### src/hw/rtl/fms_pkg.sv
// ----------------------------------------------------------------------------
// fms_pkg
// shared types and defaults for the fowlkes-mallows score block
// ----------------------------------------------------------------------------
`default_nettype none

package fms_pkg;

    localparam int NUM_LABELS_DEF      = 16;
    localparam int COUNT_BITS_DEF      = 16;
    localparam int SCORE_FRAC_BITS_DEF = 16;

    localparam int LABEL_W  = 4;
    localparam int OP_W     = 2;
    localparam int ACC_W    = 32;
    localparam int ROOT_W   = 32;
    localparam int SCORE_W  = 17;
    localparam int SAMPLE_W = 16;
    localparam int IN_W     = 16;
    localparam int OUT_W    = 136;

    // item operation codes
    typedef enum logic [OP_W-1:0] {
        OP_ADD    = 2'd0,
        OP_REPORT = 2'd1,
        OP_CLEAR  = 2'd2
    } t_op;

    // command into the count tables
    typedef struct packed {
        logic               add;
        logic               clear;
        logic [LABEL_W-1:0] true_label;
        logic [LABEL_W-1:0] pred_label;
    } t_tbl_cmd;

    // result of the score unit
    typedef struct packed {
        logic              done;
        logic              undef;
        logic [ROOT_W-1:0] root;
    } t_score_res;

endpackage

`default_nettype wire

### src/hw/rtl/fms_mul.sv
// ----------------------------------------------------------------------------
// fms_mul
// shared 32 x 32 multiplier with registered product
// ----------------------------------------------------------------------------
`default_nettype none

module fms_mul (
    input  wire logic        i_clk,
    input  wire logic [31:0] i_a,
    input  wire logic [31:0] i_b,
    output logic      [63:0] o_p
);

    logic [63:0] r_p;

    // one product per cycle
    always_ff @(posedge i_clk) begin
        r_p <= 64'(i_a) * 64'(i_b);
    end

    assign o_p = r_p;

endmodule

`default_nettype wire

### src/hw/rtl/fms_score.sv
// ----------------------------------------------------------------------------
// fms_score
// bit-by-bit root search of tk / sqrt(pk * qk) on the shared multiplier
// ----------------------------------------------------------------------------
`default_nettype none

module fms_score #(
    parameter int SCORE_FRAC_BITS = fms_pkg::SCORE_FRAC_BITS_DEF
) (
    input  wire logic                      i_clk,
    input  wire logic                      i_rst_n,
    input  wire logic                      i_start,
    input  wire logic [fms_pkg::ACC_W-1:0] i_tk,
    input  wire logic [fms_pkg::ACC_W-1:0] i_pk,
    input  wire logic [fms_pkg::ACC_W-1:0] i_qk,
    output fms_pkg::t_score_res            o_res
);

    import fms_pkg::*;

    localparam logic [ROOT_W-1:0] ROOT_TOP = ROOT_W'(64'(1) << SCORE_FRAC_BITS);

    typedef enum logic [10:0] {
        S_IDLE = 11'b00000000001,
        S_PQ   = 11'b00000000010,
        S_TT   = 11'b00000000100,
        S_LD   = 11'b00000001000,
        S_SQ   = 11'b00000010000,
        S_M0   = 11'b00000100000,
        S_M1   = 11'b00001000000,
        S_M2   = 11'b00010000000,
        S_M3   = 11'b00100000000,
        S_M4   = 11'b01000000000,
        S_CMP  = 11'b10000000000
    } t_sstate;

    t_sstate r_state;
    logic [63:0]        r_prod, r_sq;
    logic [127:0]       r_rhs, r_acc;
    logic [ROOT_W-1:0]  r_root, r_bit;
    logic               r_done, r_undef;
    logic [ROOT_W-1:0]  cand;
    logic [31:0]        mul_a, mul_b;
    logic [63:0]        mul_p;

    assign cand = r_root | r_bit;

    fms_mul u_mul (
        .i_clk (i_clk),
        .i_a   (mul_a),
        .i_b   (mul_b),
        .o_p   (mul_p)
    );

    // multiplier operand select
    always_comb begin
        mul_a = '0;
        mul_b = '0;
        case (r_state)
            S_PQ: begin
                mul_a = i_pk;
                mul_b = i_qk;
            end
            S_TT: begin
                mul_a = i_tk;
                mul_b = i_tk;
            end
            S_SQ: begin
                mul_a = cand;
                mul_b = cand;
            end
            S_M0: begin
                mul_a = mul_p[31:0];
                mul_b = r_prod[31:0];
            end
            S_M1: begin
                mul_a = r_sq[31:0];
                mul_b = r_prod[63:32];
            end
            S_M2: begin
                mul_a = r_sq[63:32];
                mul_b = r_prod[31:0];
            end
            S_M3: begin
                mul_a = r_sq[63:32];
                mul_b = r_prod[63:32];
            end
            default: begin
                mul_a = '0;
            end
        endcase
    end

    // sequencer: one result bit per pass of square, multiply and compare
    always_ff @(posedge i_clk) begin
        if (!i_rst_n) begin
            r_state <= S_IDLE;
            r_done  <= 1'b0;
        end else begin
            r_done <= 1'b0;
            case (r_state)
                S_IDLE: begin
                    if (i_start) begin
                        r_state <= S_PQ;
                    end
                end
                S_PQ: r_state <= S_TT;
                S_TT: begin
                    r_prod  <= mul_p;
                    r_state <= S_LD;
                end
                S_LD: begin
                    r_rhs  <= 128'(mul_p) << (2 * SCORE_FRAC_BITS);
                    r_root <= '0;
                    r_bit  <= ROOT_TOP;
                    if (r_prod == '0) begin
                        r_undef <= 1'b1;
                        r_done  <= 1'b1;
                        r_state <= S_IDLE;
                    end else begin
                        r_undef <= 1'b0;
                        r_state <= S_SQ;
                    end
                end
                S_SQ: r_state <= S_M0;
                S_M0: begin
                    r_sq    <= mul_p;
                    r_acc   <= '0;
                    r_state <= S_M1;
                end
                S_M1: begin
                    r_acc   <= r_acc + 128'(mul_p);
                    r_state <= S_M2;
                end
                S_M2: begin
                    r_acc   <= r_acc + (128'(mul_p) << 32);
                    r_state <= S_M3;
                end
                S_M3: begin
                    r_acc   <= r_acc + (128'(mul_p) << 32);
                    r_state <= S_M4;
                end
                S_M4: begin
                    r_acc   <= r_acc + (128'(mul_p) << 64);
                    r_state <= S_CMP;
                end
                S_CMP: begin
                    if (r_acc <= r_rhs) begin
                        r_root <= cand;
                    end
                    r_bit <= r_bit >> 1;
                    if (r_bit[0]) begin
                        r_done  <= 1'b1;
                        r_state <= S_IDLE;
                    end else begin
                        r_state <= S_SQ;
                    end
                end
                default: r_state <= S_IDLE;
            endcase
        end
    end

    assign o_res.done  = r_done;
    assign o_res.undef = r_undef;
    assign o_res.root  = r_undef ? '0 : r_root;

endmodule

`default_nettype wire

### config.mk
export PLATFORM = sky130hd
export DESIGN_NAME = fms_score
export DESIGN_NICKNAME = d
export VERILOG_FILES = /design/src/hw/rtl/fms_pkg.sv /design/src/hw/rtl/fms_mul.sv /design/src/hw/rtl/fms_score.sv
export SDC_FILE = /design/constraint.sdc
export NUM_CORES = 2
export LEC_CHECK = 0
export ABC_AREA = 0
export BUFFER_PORTS_ARGS = -buffer_cell sky130_fd_sc_hd__buf_2
export CAP_MARGIN = 30
export CORE_MARGIN = 1
export CORE_UTILIZATION = 55
export DETAILED_ROUTE_END_ITERATION = 6
export GPL_TIMING_DRIVEN = 0
export PLACE_DENSITY = 0.76
export SLEW_MARGIN = 0
export SYNTH_ARGS = -nofsm -noshare
export SYNTH_HDL_FRONTEND = slang
export SYNTH_HIERARCHICAL = 1
export SYNTH_SLANG_ARGS = --single-unit
### constraint.sdc
create_clock -name i_clk -period 29.4 [get_ports i_clk]
set_input_delay 8.82 -clock i_clk [delete_from_list [all_inputs] [get_ports i_clk]]
set_output_delay 8.82 -clock i_clk [all_outputs]
set_load 0.1 [all_outputs]
==> flow_metrics.env <==
export IMPL_die_x_microns=344
export IMPL_synth_distinct_cells=103
export IMPL_grt_pass1_wl_mm=366
export IMPL_post_drt_wl_per_cell_microns=28.6
export IMPL_power_uw=1450
export IMPL_layout_area_seq_sq_mm=0.0122
export IMPL_period_needed_ps=18280
export IMPL_cp_required_ps=29910
export IMPL_numCtsBuffers=46
export IMPL_antenna_found_initial=26
export IMPL_post_route_period_util_pct=62.2
export IMPL_cp_arrival_ps=18780
export IMPL_leakagePower_uw=0.0314
export IMPL_synth_edf_count=355
export IMPL_htree_levels=2
export IMPL_synth_mux_area_share_pct=0.0854
export IMPL_area_delta_synth_final_pct=7.39
export IMPL_p_per_area_mw_per_mm2=21.0
export IMPL_rows=125
export IMPL_holdWs_ps=537
export IMPL_post_dp_hpwl_mm=207
export IMPL_setup_tns_ps=0
export IMPL_synth_adder_area_share_pct=38.0
export IMPL_ff2ff_setup_slack_ps=16650
export IMPL_numPlacedInstances=8801
export IMPL_reg2regPathDepth=37
export IMPL_violations="design-rule violations"
export IMPL_drive_gt1_share_pct=4.51
export IMPL_clk_pin_slew_ps=60
export IMPL_overflow=0
export IMPL_fmax_mhz=54.7
export IMPL_drt_iter0_markers=8259
export IMPL_hold_buffers=0
export IMPL_status="complete, but fails checks"
export IMPL_io_pins=133
export IMPL_drt_total_wl_mm=255
export IMPL_synth_xor_area_share_pct=3.94
export IMPL_worstSetupStartpointType="primary input"
export IMPL_min_delay_start="r_bit[12]$_SDFFCE_PP0P_"
export IMPL_synthFlopType="edfxtp_1"
export IMPL_n_fill_cell=10151
export IMPL_synth_compound_area_share_pct=12.7
export IMPL_worstReg2RegEnd="u_mul/o_p[44]$_DFF_P_"
export IMPL_rsz0062_at_grt="false"
export IMPL_cts_sinks=431
export IMPL_skew_ps=33.3
export IMPL_insertion_delay_ps=650
export IMPL_synth_top_family_by_area="adder cells"
export IMPL_core_area_sq_mm=0.116
export IMPL_syn_inst=7119
export IMPL_post_cts_resized=0
export IMPL_yosysSeqAreaShare_pct=18.9
export IMPL_io_buffers=117
export IMPL_root_buffer="clkbuf_16"
export IMPL_final_setup_viol_count=0
export IMPL_grt_pass1_vias=55589
export IMPL_critPathKind="in -> reg"
export IMPL_ys_warn_count=6
export IMPL_die_area_sq_mm=0.119
export IMPL_tightest_slew_ps=1330
export IMPL_fin_nets=8858
export IMPL_ant_nets=0
export IMPL_multi_input_area_sq_mm=0.0467
export IMPL_synth_seq_cells=431
export IMPL_worst_hold_path_endpoint="r_bit[11]$_SDFFCE_PP0P_"
export IMPL_grt_util_all_layers_pct=42.9
export IMPL_cts_tree="built"
export IMPL_finalHoldViolations=0
export IMPL_min_path_type="reg -> reg"
export IMPL_die_h_microns=344
export IMPL_place_gp_congestion=1.09
export IMPL_first_pass_iters=7
export IMPL_post_route_drc_count=279
export IMPL_cap_violations=0
export IMPL_synth_async_sr_flop_share_pct=0
export IMPL_drv_slew=0
export IMPL_cts_buffer_depth=3
export IMPL_avgSynthCellArea_sq_um=9.06
export IMPL_grt_max_degree=66
export IMPL_cp_max_fo=10
export IMPL_routed_via_density=6.44
export IMPL_synthSimpleGateAreaFrac_pct=17.5
export IMPL_maxSlewHeadroom_pct=11.6
export IMPL_hold_depth=1
export IMPL_end_kind="flop"
export IMPL_synth_area_sq_mm=0.0645
export IMPL_instances_no_fill=8930
export IMPL_vdd_drop_max_mv=0.0395
export IMPL_rr_startpoint="r_state[4]$_SDFFE_PN0P_"
export IMPL_initial_core_util_pct=55.5
export IMPL_num_vias=57473
export IMPL_cts_setup_buffers=0
==> routing by layer <==
layer,global-route usage (%),up-vias,wire length (microns)
met5,0.481,-,188
met4,21.7,16,16000
met3,18.7,907,41500
met2,60.0,4382,103000
met1,56.3,28172,94700
li1,-,23996,-
==> flip-flops by register name (all words and copies together), names as in the netlist <==
register and flops:
r_state 11, r_done 1, u_mul/o_p 64, r_root 17, r_prod 64, r_acc 128
r_undef 1, r_bit 17, r_sq 64, r_rhs 64
==> how the worst max path moves through the flow <==
stage               startpoint                     to
finish                 i_qk[8]  u_mul/o_p[59]$_DFF_P_
global route           i_qk[8]  u_mul/o_p[59]$_DFF_P_
CTS                    i_qk[8]  u_mul/o_p[59]$_DFF_P_
detailed placement     i_qk[8]  u_mul/o_p[59]$_DFF_P_
global placement       i_qk[8]  u_mul/o_p[59]$_DFF_P_
floorplan              i_qk[7]  u_mul/o_p[61]$_DFF_P_
==> through the flow <==
stage                     utilization (%)  area, sq um  setup WS, ps
after floorplan                         -        64500         13220
after CTS                            59.3        68900         11210
after global placement               57.7        67000         10630
final                                59.6        69200         11120
after detailed placement             58.0        67400         10570
after global routing                 59.5        69200         11110
==> cells by family after synthesis <==
| logic type | Yosys count |
|---|---|
| and+or+nand+nor | 2252 |
| buffers and inverters | 1489 |
| adders and majority gates | 1417 |
| AOI/OAI and AO/OA | 1234 |
| DFF | 431 |
| xor gates and xnor gates | 290 |
| muxes | 5 |
| other | 1 |
==> final cells by class <==
class	instances	share of cell area (%)
Clock inverter	23	0.291
Sequential cell	431	17.6
Multi-Input combinational cell	5213	67.4
Inverter	1069	5.80
Tap cell	1524	2.75
Antenna cell	26	0.0940
Timing Repair Buffer	161	1.79
Clock buffer	63	1.83
Buffer	420	2.44
==> worst max-delay path, stage by stage <==
cell and delay, ps:
buf_2 170, a222oi_1 1110, nand2_1 440, clkbuf_1 500, and2_1 310, fa_1 450
fa_1 540, inv_1 70, fa_1 460, fa_1 480, fa_1 520, inv_1 70
fa_1 500, fa_1 550, inv_1 110, fa_1 550, inv_1 40, ha_1 270
clkbuf_1 210, a21oi_1 350, o21ai_0 200, and3_1 220, o21ai_0 190, clkbuf_4 250
a31oi_1 150, nor3_1 780, o21ai_0 250, xor2_1 190
==> Yosys cell counts (72+ instances only) <==
cell,number,share of area (%)
a21o_1,148,1.7
a21oi_1,337,2.6
and2_1,622,6.0
clkbuf_1,378,2.2
dfxtp_1,76,2.4
edfxtp_1,355,17
fa_1,899,28
ha_1,518,10
inv_1,1068,6.2
nand2_1,804,4.7
nand3_1,99,0.77
nand4_1,149,1.4
nor2_1,270,1.6
nor3_1,72,0.56
o21ai_0,210,1.6
xnor2_1,167,2.3
xor2_1,123,1.7
==> where the power goes <==
| part | internal (uW) | switching (uW) | leakage, uW |
|---|---|---|---|
| Clock | 315 | 279 | 0.000723 |
| Combinational | 47.7 | 141 | 0.0267 |
| Sequential | 655 | 14.5 | 0.00406 |
| Total | 1020 | 435 | 0.0314 |
==> layout by cell type, fill, tap and decap left out, types with 123 or more instances in the layout <==
cell type	synthesis	layout
inv_1	1068	1067
fa_1	899	899
nand2_1	804	804
and2_1	622	619
ha_1	518	518
clkbuf_1	378	387
edfxtp_1	355	355
a21oi_1	337	336
nor2_1	270	269
o21ai_0	210	210
xnor2_1	167	167
nand4_1	149	149
a21o_1	148	148
buf_2	9	131
xor2_1	123	123
Power figures use the tool's default switching activity.
